[src/sv/gr2x_pkg.sv]
`default_nettype none
package gr2x_pkg;

   localparam int MAX_WIDTH   = 4096;
   localparam int MAX_HEIGHT  = 4096;
   localparam int PIXEL_BITS  = 16;
   localparam int SIZE_BITS   = 13;
   localparam int COL_BITS    = 12;
   localparam int ROW_BITS    = 12;
   localparam int OUT_BITS    = 11;
   localparam int STORE_ROWS  = 5;
   localparam int SLOT_BITS   = 3;
   localparam int ADDR_BITS   = SLOT_BITS + COL_BITS;
   localparam int STORE_DEPTH = STORE_ROWS * MAX_WIDTH;
   localparam int WT_BITS     = 6;
   localparam int WSUM_BITS   = 9;
   localparam int ACC_BITS    = 25;
   localparam int NUM_BITS    = 25;
   localparam int DEN_BITS    = WSUM_BITS + 1;
   localparam int DIVC_BITS   = 5;
   localparam int TAP_BITS    = 3;
   localparam int CSR_IDX_BITS = 8;

   localparam logic [CSR_IDX_BITS-1:0] REG_SRC_WIDTH  = 8'd0;
   localparam logic [CSR_IDX_BITS-1:0] REG_SRC_HEIGHT = 8'd1;

   localparam logic [SIZE_BITS-1:0] RESET_WIDTH  = 13'd640;
   localparam logic [SIZE_BITS-1:0] RESET_HEIGHT = 13'd480;

   // Controller to datapath commands.
   typedef struct packed {
      logic                accept;
      logic                clear;
      logic                issue;
      logic [TAP_BITS-1:0] tap_kx;
      logic [TAP_BITS-1:0] tap_ky;
      logic                oxi;
      logic                oyi;
      logic                div_start;
      logic                div_step;
      logic                emit;
      logic                last_run;
   } ctl_cmd_type;

   // Datapath to controller status.
   typedef struct packed {
      logic [1:0] nx;
      logic [1:0] ny;
      logic       rsp_free;
   } ctl_sts_type;

   // 1-4-6-4-1 binomial tap weight.
   function automatic logic [2:0] tap_wt(input logic [TAP_BITS-1:0] k);
      logic [2:0] w;
      case (k)
         3'd0:    w = 3'd1;
         3'd1:    w = 3'd4;
         3'd2:    w = 3'd6;
         3'd3:    w = 3'd4;
         3'd4:    w = 3'd1;
         default: w = 3'd0;
      endcase
      return w;
   endfunction

endpackage
`default_nettype wire

[src/sv/gr2x_ctrl.sv]
`default_nettype none
module gr2x_ctrl (
   input  wire logic                  clock,
   input  wire logic                  reset,
   input  wire logic                  req_valid,
   output logic                       req_ready,
   input  wire gr2x_pkg::ctl_sts_type sts,
   output gr2x_pkg::ctl_cmd_type      cmd
);
   localparam logic [2:0] S_IDLE  = 3'd0;
   localparam logic [2:0] S_CHECK = 3'd1;
   localparam logic [2:0] S_TAPS  = 3'd2;
   localparam logic [2:0] S_DRAIN = 3'd3;
   localparam logic [2:0] S_DLOAD = 3'd4;
   localparam logic [2:0] S_DIV   = 3'd5;
   localparam logic [2:0] S_EMIT  = 3'd6;

   localparam logic [gr2x_pkg::TAP_BITS-1:0]  TAP_LAST = 3'd4;
   localparam logic [gr2x_pkg::DIVC_BITS-1:0] DIV_LAST =
      gr2x_pkg::DIVC_BITS'(gr2x_pkg::NUM_BITS - 1);

   logic [2:0] state_ff, state_in;
   logic [gr2x_pkg::TAP_BITS-1:0] kx_ff, kx_in, ky_ff, ky_in;
   logic oxi_ff, oxi_in, oyi_ff, oyi_in;
   logic [gr2x_pkg::DIVC_BITS-1:0] divc_ff, divc_in;
   logic x_done, y_done;

   assign x_done = ({1'b0, oxi_ff} + 2'd1) == sts.nx;
   assign y_done = ({1'b0, oyi_ff} + 2'd1) == sts.ny;
   assign req_ready = (state_ff == S_IDLE);

   // sequence one input: store, then filter each completed window
   always_comb begin
      state_in = state_ff;
      kx_in    = kx_ff;
      ky_in    = ky_ff;
      oxi_in   = oxi_ff;
      oyi_in   = oyi_ff;
      divc_in  = divc_ff;
      cmd      = '0;
      cmd.tap_kx   = kx_ff;
      cmd.tap_ky   = ky_ff;
      cmd.oxi      = oxi_ff;
      cmd.oyi      = oyi_ff;
      cmd.last_run = x_done && y_done;
      case (state_ff)
         S_IDLE: begin
            if (req_valid) begin
               cmd.accept = 1'b1;
               state_in   = S_CHECK;
            end
         end
         S_CHECK: begin
            if (sts.nx == 2'd0 || sts.ny == 2'd0) begin
               state_in = S_IDLE;
            end else begin
               cmd.clear = 1'b1;
               oxi_in    = 1'b0;
               oyi_in    = 1'b0;
               kx_in     = '0;
               ky_in     = '0;
               state_in  = S_TAPS;
            end
         end
         S_TAPS: begin
            cmd.issue = 1'b1;
            if (kx_ff == TAP_LAST) begin
               kx_in = '0;
               if (ky_ff == TAP_LAST) begin
                  ky_in    = '0;
                  state_in = S_DRAIN;
               end else begin
                  ky_in = ky_ff + 3'd1;
               end
            end else begin
               kx_in = kx_ff + 3'd1;
            end
         end
         S_DRAIN: begin
            state_in = S_DLOAD;
         end
         S_DLOAD: begin
            cmd.div_start = 1'b1;
            divc_in       = '0;
            state_in      = S_DIV;
         end
         S_DIV: begin
            cmd.div_step = 1'b1;
            divc_in      = divc_ff + 5'd1;
            if (divc_ff == DIV_LAST) begin
               state_in = S_EMIT;
            end
         end
         S_EMIT: begin
            if (sts.rsp_free) begin
               cmd.emit = 1'b1;
               if (x_done && y_done) begin
                  state_in = S_IDLE;
               end else begin
                  cmd.clear = 1'b1;
                  if (x_done) begin
                     oxi_in = 1'b0;
                     oyi_in = 1'b1;
                  end else begin
                     oxi_in = 1'b1;
                  end
                  state_in = S_TAPS;
               end
            end
         end
         default: begin
            state_in = S_IDLE;
         end
      endcase
   end

   always_ff @(posedge clock) begin
      if (reset) begin
         state_ff <= S_IDLE;
         kx_ff    <= '0;
         ky_ff    <= '0;
         oxi_ff   <= 1'b0;
         oyi_ff   <= 1'b0;
         divc_ff  <= '0;
      end else begin
         state_ff <= state_in;
         kx_ff    <= kx_in;
         ky_ff    <= ky_in;
         oxi_ff   <= oxi_in;
         oyi_ff   <= oyi_in;
         divc_ff  <= divc_in;
      end
   end
endmodule
`default_nettype wire

[config.mk]
export PLATFORM = sky130hd
export DESIGN_NAME = gr2x_ctrl
export DESIGN_NICKNAME = d
export VERILOG_FILES = /design/src/sv/gr2x_pkg.sv /design/src/sv/gr2x_ctrl.sv
export SDC_FILE = /design/constraint.sdc
export NUM_CORES = 1
export LEC_CHECK = 0
export BUFFER_PORTS_ARGS = -buffer_cell sky130_fd_sc_hd__buf_4
export CORE_MARGIN = 3
export CORE_UTILIZATION = 55
export CTS_BUF_LIST = sky130_fd_sc_hd__clkbuf_4 sky130_fd_sc_hd__clkbuf_8
export CTS_CLUSTER_DIAMETER = 80
export DETAILED_ROUTE_END_ITERATION = 10
export PLACE_DENSITY = 0.81
export RECOVER_POWER = 100
export SETUP_SLACK_MARGIN = 0.3
export SKIP_CTS_REPAIR_TIMING = 1
export SYNTH_ARGS = -nofsm -noshare
export SYNTH_HDL_FRONTEND = slang
export SYNTH_SLANG_ARGS = --single-unit
[constraint.sdc]
create_clock -name clock -period 4.1 [get_ports clock]
set_clock_uncertainty 0.05 [all_clocks]
set_input_delay 0.82 -clock clock [delete_from_list [all_inputs] [get_ports clock]]
set_output_delay 0.82 -clock clock [all_outputs]
set_load 0.05 [all_outputs]
Word level (Yosys, flattened, before mapping)
Index checks and enable logic that the tools add are counted.
Cells by class
  mux-type cells: 35
  equal/unequal tests: 19
  $add $sub $neg: 5
  reduce and logical (&&, ||, !) cells: 13
Operator list (number)
  two-way mux 3 bit: 9
  one-hot mux 3 bit (7 select lines): 1
  two-way mux 1 bit: 17
  inequality test 2 bit (second input constant): 8
  == test 3 bit (second input constant): 5
  one-hot mux 3 bit (2 select lines): 2
  one-hot mux 5 bit (2 select lines): 1
  AND reduction 5 bit: 2
  adder 3 x 1 -> 3 bit (second input constant): 2
  == test 3 x 2 -> 1 bit (second input constant): 2
  one-hot mux 1 bit (2 select lines): 3
  nonzero test 2 bit: 3
  adder 5 x 1 -> 5 bit (second input constant): 1
  == test 5 bit (second input constant): 1
  adder 1 x 1 -> 2 bit (second input constant): 2
  == test 2 bit: 2
  logical NOT 2 bit: 2
  two-way mux 2 bit: 2
  AND reduction 4 bit: 1
  == test 3 x 1 -> 1 bit (second input constant): 1
  logical NOT 3 bit: 1
  AND reduction 3 bit: 1
  AND reduction 2 bit: 1
  logical AND 1 bit: 1
  logical OR 1 bit: 1
Storage, ports and cells
  input port bits: 8
  word-level logic and storage cells: 78
  output and inout port bits: 16
  register bits after elaboration: 16

Depth between registers and ports, before layout
  depth in word-level cells: 6
  gate-level depth with buffers: 6

Worst setup path before layout
OpenSTA, ideal clock, no wires.
  kind: reg-to-output
  start point: register state_ff[2]
  end point: output cmd[14] in the netlist's numbering
  setup slack: 0.927 ns
  arrival: 2.303 ns
  stages on the path, launching flop included: 5
  path buffers: 2
  cells stage by stage: dfxtp_1 buf_2 buf_2 nor3_1 and2_1
RTL lines
  from (decl): line gr2x_ctrl.sv:22  | logic [2:0] state_ff, state_in;
  from (signal assigned): line gr2x_ctrl.sv:126  | state_ff <= state_in;
  to (decl): line gr2x_ctrl.sv:8  | output gr2x_pkg::ctl_cmd_type cmd

==> impl_metrics.env <==
export IMPL_critPathMaxStageDelay_ps=490
export IMPL_status="finished, final reports clean"
export IMPL_placed_cells=166
export IMPL_start_kind="input pin"
export IMPL_drv_cap=0
export IMPL_synth_area_leaders="dfxtp_1 (31%), ha_1 (7.4%), a21oi_1 (5.9%), nand2_1 (4.4%), nand3_1 (2.9%)"
export IMPL_synth_edf_count=0
export IMPL_core_area_mm2=0.00163
export IMPL_finalHoldViolations=0
export IMPL_drv_slew=0
export IMPL_syn_instance_count=128
export IMPL_drtIter0Drc=25
export IMPL_antenna_cells=0
export IMPL_fin_cells=169
export IMPL_drive_gt1_share_pct=11.0
export IMPL_crit_fanout=6
export IMPL_avgSynthCellArea_um2=7.97
export IMPL_rsz0062_at_grt="no"
export IMPL_ys_ff_latch=16
export IMPL_crit_family="buffers and inverters"
export IMPL_place_ws_ps=1420
export IMPL_ys_warn_count=0
export IMPL_dieHeight_um=49.1
export IMPL_start_util_pct=62.6
export IMPL_clk_path_buf_depth=2
export IMPL_grt_pass1_vias=914
export IMPL_setup_worst_path_class="input pin to output port"
export IMPL_routedWlPerCell_um=13.9
export IMPL_synth_nets=142
export IMPL_synth_flop_cell="dfxtp_1"
export IMPL_critPathArrivalTime_ps=2200
export IMPL_cts_sinks=16
export IMPL_drtAntennaViolNets=0
export IMPL_die_w_um=49.1
export IMPL_max_slew_margin_rel_pct=60.1
export IMPL_via_count=983
export IMPL_path_buf_inv=2
export IMPL_drc=0
export IMPL_synthArstFlopShare_pct=0
export IMPL_syn_area_mm2=0.00102
export IMPL_setup_tns_ps=0
export IMPL_power_leakage_nw=0.406
export IMPL_yosysMostFrequentCell="dfxtp_1"
export IMPL_min_period_ps=3070
export IMPL_die_area_mm2=0.00241
export IMPL_port_buffers=23
export IMPL_path_cells="clkbuf_1 -> and3b_1 -> o22ai_1 -> nand2_1 -> o21ai_0 -> clkbuf_1"
export IMPL_powerDensity_mw_per_mm2=285
export IMPL_cts_made_buffers=3
export IMPL_endpoint_kind="output port"
export IMPL_viasPerCell=5.82
export IMPL_syn2layout_area_growth_pct=8.96
export IMPL_min_delay_path_class="flip-flop to flip-flop"
export IMPL_antenna_found_initial=0
export IMPL_ios=24
export IMPL_finalSetupViolCount=0
export IMPL_grt_max_degree=19
export IMPL_irDropWorstVdd_mv=0.203
export IMPL_nets=161
export IMPL_cp_required_ps=3230
export IMPL_cts_htree_levels=1
export IMPL_grt_total_usage_pct=21.7
export IMPL_critical_path_slowest_cell="clkbuf_1"
export IMPL_tightest_slew_ps=591
export IMPL_clk_pin_slew_ps=90
export IMPL_synth_top_area_share_pct=31.4
export IMPL_synth_seq_area_share_pct=31.4
export IMPL_drt_wl_total_um=2340
export IMPL_clk_insertion_delay_late_ps=280
export IMPL_clockRootBuffer="clkbuf_4"
export IMPL_first_pass_iters=4
export IMPL_rows=14
export IMPL_cts_tree="yes"
export IMPL_gp_congestion=0.772
export IMPL_cpMostUsedCell="clkbuf_1"
export IMPL_grt_ovfl_total=0
export IMPL_dp_hpwl_um=1800
export IMPL_worst_slack_ps=1030
export IMPL_synth_cell_types=42
export IMPL_ys_top_cells_by_count="dfxtp_1 (16), a21oi_1 (12), nand2_1 (12)"
export IMPL_post_route_period_util_pct=74.9
export IMPL_fin_util_pct=68.2
export IMPL_yosysTopAreaCell="dfxtp_1"
export IMPL_grt_pass1_wl_um=4080
export IMPL_clock_fmax_mhz=326
==> per-stage QoR <==
stage / hold slack (ps) / power, mW / area (um2)
global placement: 419 / 0.243 / 1170
finish: 451 / 0.317 / 1110
detailed placement: 435 / 0.244 / 1170
floorplan: 408 / 0.224 / 1020
CTS: 449 / 0.326 / 1190
global route: 499 / 0.338 / 1110
==> final timing paths <==
kind / start / to / slack, ps / cells past startpoint
max: sts[4] / cmd[13] / 1030 / 6
min: divc_ff[4]$_SDFFE_PP0P_ / divc_ff[4]$_SDFFE_PP0P_ / 450 / 2
max reg2reg: kx_ff[0]$_SDFFE_PP0P_ / state_ff[0]$_SDFFE_PP0P_ / 2340 / 6
min reg2reg: divc_ff[4]$_SDFFE_PP0P_ / divc_ff[4]$_SDFFE_PP0P_ / 450 / 2
==> sequential cells by signal, summed over array words and instances (netlist names) <==
register,count
divc_ff,5
kx_ff,3
ky_ff,3
oxi_ff,1
oyi_ff,1
state_ff,3
==> power breakdown <==
| group | internal (mW) | switching, mW |
|---|---|---|
| registers | 0.159 | 0.00791 |
| clock network | 0.0341 | 0.0480 |
| logic | 0.0217 | 0.0468 |
| total | 0.214 | 0.103 |
==> worst min-delay path, cell delays in order, from the launching register on <==
cell     delay, ps
dfxtp_1        340
nand2_1         60
a21oi_1         50
==> cell families after synthesis <==
family	after synthesis	share of synthesized area, %
AOI/OAI and AO/OA	36	25.0
adders and majority gates	6	7.36
buffers and inverters	18	8.59
DFF	16	31.4
and+or+nand+nor	52	27.6
==> placed cells by master, fill, tap and decap left out, types with 3 or more instances in the layout <==
cell	instances
clkbuf_4	3
ha_1	6
o21ai_0	8
nor3_1	6
nand2b_1	3
nand2_1	12
nor3b_1	3
nor2_1	9
buf_4	9
inv_1	8
clkbuf_1	14
a21oi_1	12
dfxtp_1	16
nand3_1	6
==> metal layers <==
| layer | share of wire [%] | GRT usage, % |
|---|---|---|
| met1 | 44 | 26.3 |
| met2 | 48 | 34.6 |
| met3 | 6.7 | 7.95 |
| met4 | 1.2 | 8.06 |
| met5 | 0 | 0 |
==> final cells by class <==
class                   instances  area (um2)
repair buffers                 23         120
flip-flops and latches         16         320
clock buffers                   3        22.5
fillers                       159         518
multi-input cells              94         584
inverters                       9        33.8
well taps                      24        30.0
Power figures use the tool's default switching activity.
